[config.mk]
export PLATFORM = sky130hd
export DESIGN_NAME = unique_insert_fifo_queue
export DESIGN_NICKNAME = d
export VERILOG_FILES = /design/src/design/uifq_pkg.sv /design/src/design/uifq_cell.sv /design/src/design/uifq_chain.sv /design/src/design/unique_insert_fifo_queue.sv
export SDC_FILE = /design/constraint.sdc
export NUM_CORES = 1
export LEC_CHECK = 0
export ABC_AREA = 1
export BUFFER_PORTS_ARGS = -buffer_cell sky130_fd_sc_hd__buf_2
export CORE_ASPECT_RATIO = 1.75
export CORE_MARGIN = 4
export CORE_UTILIZATION = 55
export CTS_CLUSTER_SIZE = 28
export DETAILED_ROUTE_END_ITERATION = 10
export PLACE_DENSITY = 0.71
export SYNTH_ARGS = -nofsm -noshare
export SYNTH_HDL_FRONTEND = slang
export SYNTH_SLANG_ARGS = --single-unit
[constraint.sdc]
create_clock -name clock -period 10.8 [get_ports clock]
set_input_delay 2.16 -clock clock [delete_from_list [all_inputs] [get_ports clock]]
set_output_delay 2.16 -clock clock [all_outputs]
set_load 0.03 [all_outputs]
[src/design/uifq_pkg.sv]
// Package for the unique-insert FIFO queue: word types, request and status
// codes, and the structs passed between the top level, the chain and its cells.
// No dependencies.
package uifq_pkg;

   localparam int DEPTH_DEFAULT = 16;
   localparam int VALUE_W       = 31;
   localparam int OCC_W         = 5;

   // request codes
   localparam logic [1:0] REQ_PUSH   = 2'd0;
   localparam logic [1:0] REQ_POP    = 2'd1;
   localparam logic [1:0] REQ_SEARCH = 2'd2;

   // status codes
   localparam logic [2:0] STATUS_OK    = 3'd0;
   localparam logic [2:0] STATUS_DUP   = 3'd1;
   localparam logic [2:0] STATUS_NEG   = 3'd2;
   localparam logic [2:0] STATUS_FULL  = 3'd3;
   localparam logic [2:0] STATUS_EMPTY = 3'd4;

   typedef struct packed {
      logic [1:0]         req_type;
      logic signed [31:0] value;
   } req_word_type;

   typedef struct packed {
      logic [2:0]         status;
      logic               found;
      logic [VALUE_W-1:0] popped_value;
      logic [VALUE_W-1:0] front_value;
      logic [VALUE_W-1:0] rear_value;
      logic [OCC_W-1:0]   occupancy;
      logic               is_empty;
   } rsp_word_type;

   // shared by all cells: shift towards the head, write at the fill point
   typedef struct packed {
      logic               pop_en;
      logic               push_en;
      logic [VALUE_W-1:0] key;
   } cell_ctrl_type;

   // search token handed from cell to cell
   typedef struct packed {
      logic go;
      logic hit;
   } scan_type;

endpackage

[src/design/uifq_cell.sv]
// One cell of the queue chain: holds one value, shifts it on pop,
// compares it with the search key as the scan token passes. Uses uifq_pkg.
module uifq_cell #(
   parameter int IDX   = 0,
   parameter int DEPTH = uifq_pkg::DEPTH_DEFAULT
) (
   input  logic                             clock,
   input  logic                             reset,
   input  uifq_pkg::cell_ctrl_type          ctrl,
   input  logic [$clog2(DEPTH+1)-1:0]       count,
   input  logic [uifq_pkg::VALUE_W-1:0]     nbr_data,
   input  uifq_pkg::scan_type               scan_in,
   output logic [uifq_pkg::VALUE_W-1:0]     data,
   output uifq_pkg::scan_type               scan_out
);

   localparam int CountW = $clog2(DEPTH+1);

   logic [uifq_pkg::VALUE_W-1:0] data_ff;
   uifq_pkg::scan_type           scan_ff;
   uifq_pkg::scan_type           scan_in_next;
   logic                         occupied;

   assign occupied = CountW'(IDX) < count;

   always_comb begin
      scan_in_next.go  = scan_in.go;
      scan_in_next.hit = scan_in.hit | (occupied && (data_ff == ctrl.key));
   end

   // payload: take the neighbour's value on pop, the key on push at the fill point
   always_ff @(posedge clock) begin
      if (ctrl.pop_en) begin
         data_ff <= nbr_data;
      end else if (ctrl.push_en && (count == CountW'(IDX))) begin
         data_ff <= ctrl.key;
      end
   end

   always_ff @(posedge clock) begin
      if (reset) begin
         scan_ff <= '0;
      end else begin
         scan_ff <= scan_in_next;
      end
   end

   assign data     = data_ff;
   assign scan_out = scan_ff;

endmodule

[src/design/uifq_chain.sv]
// Row of DEPTH queue cells, oldest value in cell 0. Wires the shift path
// and the search token path. Uses uifq_pkg and uifq_cell.
module uifq_chain #(
   parameter int DEPTH = uifq_pkg::DEPTH_DEFAULT
) (
   input  logic                             clock,
   input  logic                             reset,
   input  uifq_pkg::cell_ctrl_type          ctrl,
   input  logic [$clog2(DEPTH+1)-1:0]       count,
   input  logic                             scan_start,
   output logic [uifq_pkg::VALUE_W-1:0]     head_data,
   output logic [uifq_pkg::VALUE_W-1:0]     second_data,
   output uifq_pkg::scan_type               scan_tail
);

   uifq_pkg::scan_type           scan_link [0:DEPTH];
   logic [uifq_pkg::VALUE_W-1:0] cell_data [0:DEPTH-1];

   assign scan_link[0].go  = scan_start;
   assign scan_link[0].hit = 1'b0;

   for (genvar i = 0; i < DEPTH; i++) begin : g_cell
      logic [uifq_pkg::VALUE_W-1:0] nbr;
      if (i == DEPTH - 1) begin : g_last
         assign nbr = '0;
      end else begin : g_mid
         assign nbr = cell_data[i+1];
      end

      uifq_cell #(
         .IDX   (i),
         .DEPTH (DEPTH)
      ) u_cell (
         .clock    (clock),
         .reset    (reset),
         .ctrl     (ctrl),
         .count    (count),
         .nbr_data (nbr),
         .scan_in  (scan_link[i]),
         .data     (cell_data[i]),
         .scan_out (scan_link[i+1])
      );
   end

   assign head_data   = cell_data[0];
   assign second_data = cell_data[1];
   assign scan_tail   = scan_link[DEPTH];

endmodule

[src/design/unique_insert_fifo_queue.sv]
// Unique-insert FIFO queue: push if new, pop oldest, search.
// Push and search of a non-negative value launch a search token that walks the
// cell chain one cell a cycle; the hit is then captured, the step finished and the
// sequencer is back in idle; pop, unused codes and negative values go straight to the
// finish. A waiting result word stalls the finish. The result word is registered at the
// finish, and a new request word is taken while it still waits. Synchronous active-high reset empties it.
module unique_insert_fifo_queue #(
   parameter int DEPTH = uifq_pkg::DEPTH_DEFAULT
) (
   input  logic                   clock,
   input  logic                   reset,
   input  logic                   req_valid,
   output logic                   req_ready,
   input  uifq_pkg::req_word_type req_data,
   output logic                   rsp_valid,
   input  logic                   rsp_ready,
   output uifq_pkg::rsp_word_type rsp_data
);

   localparam int CountW = $clog2(DEPTH+1);
   localparam int OccW   = uifq_pkg::OCC_W;
   localparam int ValW   = uifq_pkg::VALUE_W;

   // control states
   localparam logic [1:0] S_IDLE   = 2'd0;
   localparam logic [1:0] S_SCAN   = 2'd1;
   localparam logic [1:0] S_FINISH = 2'd2;

   logic [1:0]            state_ff, state_in;
   logic [1:0]            op_ff;
   logic                  neg_ff;
   logic [ValW-1:0]       key_ff;
   logic                  hit_ff, hit_in;
   logic                  start_ff;
   logic [CountW-1:0]     count_ff, count_in;
   logic [ValW-1:0]       rear_ff;
   logic                  rsp_valid_ff, rsp_valid_in;
   uifq_pkg::rsp_word_type rsp_data_ff, rsp_data_in;

   logic                    req_fire;
   logic                    needs_scan;
   logic                    out_free;
   logic                    finish_go;
   logic                    q_empty, q_full;
   logic                    push_ok, pop_ok;
   logic [2:0]              status;
   logic [ValW-1:0]         front_next, rear_next;
   logic [ValW-1:0]         head_data, second_data;
   uifq_pkg::scan_type      scan_tail;
   uifq_pkg::cell_ctrl_type ctrl;

   // ---------------------------------------------------------------
   // Request side: one word in flight, scan launched for push/search
   // of a non-negative value only.
   // ---------------------------------------------------------------
   assign req_ready  = (state_ff == S_IDLE);
   assign req_fire   = req_valid && req_ready;
   assign needs_scan = ((req_data.req_type == uifq_pkg::REQ_PUSH) ||
                        (req_data.req_type == uifq_pkg::REQ_SEARCH)) &&
                       !req_data.value[31];

   // result slot is free when empty or being drained this cycle
   assign out_free  = !rsp_valid_ff || rsp_ready;
   assign finish_go = (state_ff == S_FINISH) && out_free;

   assign q_empty = (count_ff == '0);
   assign q_full  = (count_ff == CountW'(DEPTH));

   // ---------------------------------------------------------------
   // Decide the outcome once the scan result is in hit_ff.
   // Order of checks on push: negative, duplicate, full.
   // ---------------------------------------------------------------
   always_comb begin
      status  = uifq_pkg::STATUS_OK;
      push_ok = 1'b0;
      pop_ok  = 1'b0;
      case (op_ff)
         uifq_pkg::REQ_PUSH: begin
            if (neg_ff) begin
               status = uifq_pkg::STATUS_NEG;
            end else if (hit_ff) begin
               status = uifq_pkg::STATUS_DUP;
            end else if (q_full) begin
               status = uifq_pkg::STATUS_FULL;
            end else begin
               push_ok = 1'b1;
            end
         end
         uifq_pkg::REQ_POP: begin
            if (q_empty) begin
               status = uifq_pkg::STATUS_EMPTY;
            end else begin
               pop_ok = 1'b1;
            end
         end
         default: begin
            status = uifq_pkg::STATUS_OK;
         end
      endcase
   end

   // front and rear after the step; zero when the queue ends up empty
   always_comb begin
      if (push_ok) begin
         front_next = q_empty ? key_ff : head_data;
         rear_next  = key_ff;
      end else if (pop_ok) begin
         front_next = (count_ff == CountW'(1)) ? '0 : second_data;
         rear_next  = (count_ff == CountW'(1)) ? '0 : rear_ff;
      end else begin
         front_next = q_empty ? '0 : head_data;
         rear_next  = q_empty ? '0 : rear_ff;
      end
   end

   always_comb begin
      count_in = count_ff;
      if (finish_go && push_ok) begin
         count_in = count_ff + CountW'(1);
      end else if (finish_go && pop_ok) begin
         count_in = count_ff - CountW'(1);
      end
   end

   always_comb begin
      rsp_data_in.status       = status;
      rsp_data_in.found        = (op_ff == uifq_pkg::REQ_SEARCH) && hit_ff;
      rsp_data_in.popped_value = pop_ok ? head_data : '0;
      rsp_data_in.front_value  = front_next;
      rsp_data_in.rear_value   = rear_next;
      rsp_data_in.occupancy    = OccW'(count_in);
      rsp_data_in.is_empty     = (count_in == '0);
   end

   // cell commands: shift on pop, write at the fill point on push
   always_comb begin
      ctrl.pop_en  = finish_go && pop_ok;
      ctrl.push_en = finish_go && push_ok;
      ctrl.key     = key_ff;
   end

   // ---------------------------------------------------------------
   // Sequencer
   // ---------------------------------------------------------------
   always_comb begin
      state_in = state_ff;
      hit_in   = hit_ff;
      case (state_ff)
         S_IDLE: begin
            if (req_fire) begin
               hit_in   = 1'b0;
               state_in = needs_scan ? S_SCAN : S_FINISH;
            end
         end
         S_SCAN: begin
            if (scan_tail.go) begin
               hit_in   = scan_tail.hit;
               state_in = S_FINISH;
            end
         end
         S_FINISH: begin
            if (out_free) begin
               state_in = S_IDLE;
            end
         end
         default: begin
            state_in = S_IDLE;
         end
      endcase
   end

   always_comb begin
      rsp_valid_in = rsp_valid_ff;
      if (finish_go) begin
         rsp_valid_in = 1'b1;
      end else if (rsp_ready) begin
         rsp_valid_in = 1'b0;
      end
   end

   always_ff @(posedge clock) begin
      if (reset) begin
         state_ff     <= S_IDLE;
         hit_ff       <= 1'b0;
         start_ff     <= 1'b0;
         count_ff     <= '0;
         rsp_valid_ff <= 1'b0;
      end else begin
         state_ff     <= state_in;
         hit_ff       <= hit_in;
         start_ff     <= req_fire && needs_scan;
         count_ff     <= count_in;
         rsp_valid_ff <= rsp_valid_in;
      end
   end

   // hold the request word while it is worked on; capture the result word and the rear value at the finish
   always_ff @(posedge clock) begin
      if (req_fire) begin
         op_ff  <= req_data.req_type;
         neg_ff <= req_data.value[31];
         key_ff <= req_data.value[ValW-1:0];
      end
      if (finish_go) begin
         rsp_data_ff <= rsp_data_in;
      end
      if (finish_go && push_ok) begin
         rear_ff <= key_ff;
      end
   end

   uifq_chain #(
      .DEPTH (DEPTH)
   ) u_chain (
      .clock       (clock),
      .reset       (reset),
      .ctrl        (ctrl),
      .count       (count_ff),
      .scan_start  (start_ff),
      .head_data   (head_data),
      .second_data (second_data),
      .scan_tail   (scan_tail)
   );

   assign rsp_valid = rsp_valid_ff;
   assign rsp_data  = rsp_data_ff;

`ifndef ASSERT_OFF
   a_count_bound: assert property (@(posedge clock) disable iff (reset)
      count_ff <= CountW'(DEPTH))
      else $error("occupancy beyond depth");

   a_tail_in_scan: assert property (@(posedge clock) disable iff (reset)
      scan_tail.go |-> (state_ff == S_SCAN))
      else $error("search token left the chain outside a scan");

   a_accept_busy: assert property (@(posedge clock) disable iff (reset)
      req_fire |=> (state_ff == S_SCAN) || (state_ff == S_FINISH))
      else $error("sequencer idle after accepting a word");

   a_empty_flag: assert property (@(posedge clock) disable iff (reset)
      finish_go |=> rsp_data_ff.is_empty == (count_ff == '0))
      else $error("empty flag disagrees with occupancy");
`endif

endmodule

==> flow_summary.json <==
{
  "status": "finished clean",
  "ctsHoldBuffers": 0,
  "routed_wl_um": 114000,
  "dr.pass1.iters": 6,
  "routedWlPerCell_um": 25.5,
  "vias_per_cell": 5.84,
  "yosysSeqAreaShare_pct": 60.5,
  "yosysWarnings": 0,
  "overflow": 0,
  "cpMaxStageDelayCell": "inv_2",
  "initial_utilization_pct": 55.4,
  "maxCapViolCount": 0,
  "cts_root_buffer": "clkbuf_16",
  "place_hpwl_um": 82000,
  "worstPathCellList": "buf_2 > nor2_1 > nor2_4 > buf_4 > nand3_2 > inv_2 > nand2_1 > nand2_1 > buf_4",
  "fmax_ghz": 0.188,
  "grt_pass1_wl_um": 163000,
  "hold_class": "register to register",
  "grt_max_degree": 105,
  "netlist_area_um2": 33900,
  "synth_cell_types": 37,
  "final.min_clock_period_ns": 5.33,
  "port_buffers": 142,
  "nets": 3655,
  "multi_input_area_um2": 11700,
  "die_x_um": 196,
  "cts.sinks": 706,
  "worstSkewPairLatency_ns": 0.61,
  "drive_above_1_share_pct": 8.82,
  "path_class": "input port to register",
  "slowest_delay_ns": 1.05,
  "die_area_um2": 65800,
  "dpl.cell_count": 4337,
  "utilization_pct": 61.2,
  "clockBufferDepth": 3,
  "crit_fanout": 50,
  "cts_resized": 0,
  "die_height_um": 336,
  "relSlewSlack_pct": 12.9,
  "crit_family": "buffers and inverters",
  "ir_drop_v": 0.000132,
  "antenna_found_initial": 4,
  "cp_num_buf_inv": 4,
  "num_antenna_cells": 0,
  "ff2ff_setup_slack_ns": 6.01,
  "rsz0062_at_grt": "false",
  "gp_congestion": 1.00,
  "fin_skew_ns": 0.0153,
  "post_cts.repair.setup_buffers": 0,
  "p_leak_nw": 14.4,
  "drt_iter0_markers": 2715,
  "finalCritPeriodShare_pct": 49.3,
  "synthCells": 3533,
  "hold_violations": 0,
  "postRouteAntennaNets": 0,
  "dr_total_vias": 26039,
  "setup_viol": 0,
  "avgSynthCellArea_um2": 9.58,
  "cts_tree": "yes",
  "io_pins": 143,
  "setup_tns_ns": 0,
  "htree_num_levels": 3,
  "grt_pass1_vias": 25486,
  "crit_path_end_kind": "register",
  "grtUsageTotal_pct": 34.1,
  "rows": 120,
  "synth_edf_count": 633,
  "fin_cells": 4456,
  "synth_nets": 3576,
  "power_density_nw_per_um2": 159,
  "synth_ff_type": "edfxtp_1",
  "cts.clk_slew.worst_paths_ns": 0.07,
  "required_ns": 11.05,
  "report.final.slew_viol_count": 0,
  "ys_async_sr_fraction_pct": 0,
  "num-fill-cells": 5210,
  "drc": 0,
  "syn_to_final_growth_pct": 10.5,
  "synth-seq-cells": 706,
  "numCtsBuffers": 66,
  "core_area_um2": 61100,
  "regArea_um2": 20500,
  "tightest_slew_ns": 1.29,
  "worst_setup_path_start_kind": "input port",
  "cp.arrival_ns": 5.58
}
-- per-layer routing --
layer | wire length [um] | vias up | part of all wire (%) | track usage [%]
li1 | - | 11696 | - | -
met1 | 34300 | 12476 | 30 | 33.1
met2 | 56200 | 1397 | 49 | 58.8
met3 | 7430 | 466 | 6.5 | 4.55
met4 | 15700 | 4 | 14 | 37.0
met5 | 28 | - | 0.025 | 0
-- cells in the final DEF (no fill, tap or decap), drive strengths merged --
master,count
a21oi,31
dfxtp,73
inv,270
o22ai,22
clkinv,18
xor2,48
xnor2,273
nand2,1307
o221ai,27
nor4,2
ha,5
a311oi,1
nor3,20
a31oi,1
edfxtp,633
a211oi,31
clkbuf,98
a22oi,7
nand3,48
nor2,278
o31ai,11
o211ai,1
and3,1
o21ai,195
nand4,57
buf,202
bufinv,3
-- cells by family after synthesis --
family / count (synthesis) / share of synthesized area [%]
XOR/XNOR: 321 / 8.30
AND/OR/NAND/NOR: 1713 / 19.8
adder cells (fa/ha/maj): 5 / 0.185
AO/OA/AOI/OAI: 327 / 5.61
flip-flops: 706 / 60.5
buffers and inverters: 461 / 5.67
-- flip-flops by register name, summed over array words and instances (netlist names) --
signal	flops
count_ff	5
rear_ff	31
u_chain.g_cell.u_cell.data	496
rsp_valid	1
start_ff	1
u_chain.g_cell.u_cell.scan_out	32
neg_ff	1
op_ff	2
state_ff	2
key_ff	31
hit_ff	1
rsp_data	103
-- worst min-delay path, delay by kind of cell, from the launching register on --
family | cells | cell delay (ns)
DFF | 1 | 0.30
buffers and inverters | 1 | 0.04
and+or+nand+nor | 1 | 0.03
-- Yosys cell counts (2+ instances only) --
| cell | n | share of area [%] |
|---|---|---|
| nand3_1 | 47 | 0.69 |
| a22oi_1 | 7 | 0.16 |
| nor4_1 | 2 | 0.037 |
| inv_1 | 266 | 2.9 |
| nand2_2 | 2 | 0.037 |
| a21oi_1 | 30 | 0.44 |
| o21ai_0 | 81 | 1.2 |
| edfxtp_1 | 633 | 56 |
| o22ai_1 | 22 | 0.41 |
| clkbuf_1 | 43 | 0.48 |
| nand4_1 | 57 | 1.1 |
| xor2_1 | 48 | 1.2 |
| clkinv_1 | 3 | 0.033 |
| ha_1 | 5 | 0.18 |
| o221ai_1 | 27 | 0.70 |
| buf_2 | 142 | 2.1 |
| dfxtp_1 | 73 | 4.3 |
| nor3_1 | 20 | 0.30 |
| a211oi_1 | 31 | 0.69 |
| xnor2_1 | 273 | 7.1 |
| nand2_1 | 1305 | 14 |
| nor2_2 | 5 | 0.092 |
| buf_1 | 3 | 0.033 |
| o31ai_1 | 11 | 0.24 |
| o21ai_1 | 114 | 1.7 |
| nor2_1 | 272 | 3.0 |
-- report_power, final --
group	internal [mW]	switching (mW)
clock network	1.32	1.04
registers	3.03	0.0163
logic	0.145	0.399
-- final timing paths --
kind                                              from                                   end  depth (start not counted)
hold / removal    u_chain.g_cell[3].u_cell.scan_out[1]  u_chain.g_cell[4].u_cell.scan_out[1]                          2
setup reg to reg                           count_ff[0]                           rsp_data[0]                         15
hold reg to reg   u_chain.g_cell[3].u_cell.scan_out[1]  u_chain.g_cell[4].u_cell.scan_out[1]                          2
setup / recovery                             rsp_ready     u_chain.g_cell[1].u_cell.data[24]                          9
-- metrics by stage --
step	instance area [um^2]	power, mW	setup slack (ns)	hold slack [ns]
floorplan	33900	3.43	2.08	0.388
global placement	35300	3.62	5.04	0.389
detailed placement	35300	3.63	4.95	0.392
CTS	37400	5.94	5.54	0.401
global route	37400	6.10	5.32	0.419
finish	37400	5.95	5.47	0.402
-- area by class of cell --
class / count / share of cell area [%]
inverters: 270 / 2.71
flip-flops and latches: 706 / 54.7
repair buffers: 202 / 3.10
well taps: 793 / 2.65
clock buffers: 98 / 5.18
multi-input cells: 2366 / 31.1
clock inverters: 21 / 0.508
No activity file was read; power rests on OpenSTA's default activity.
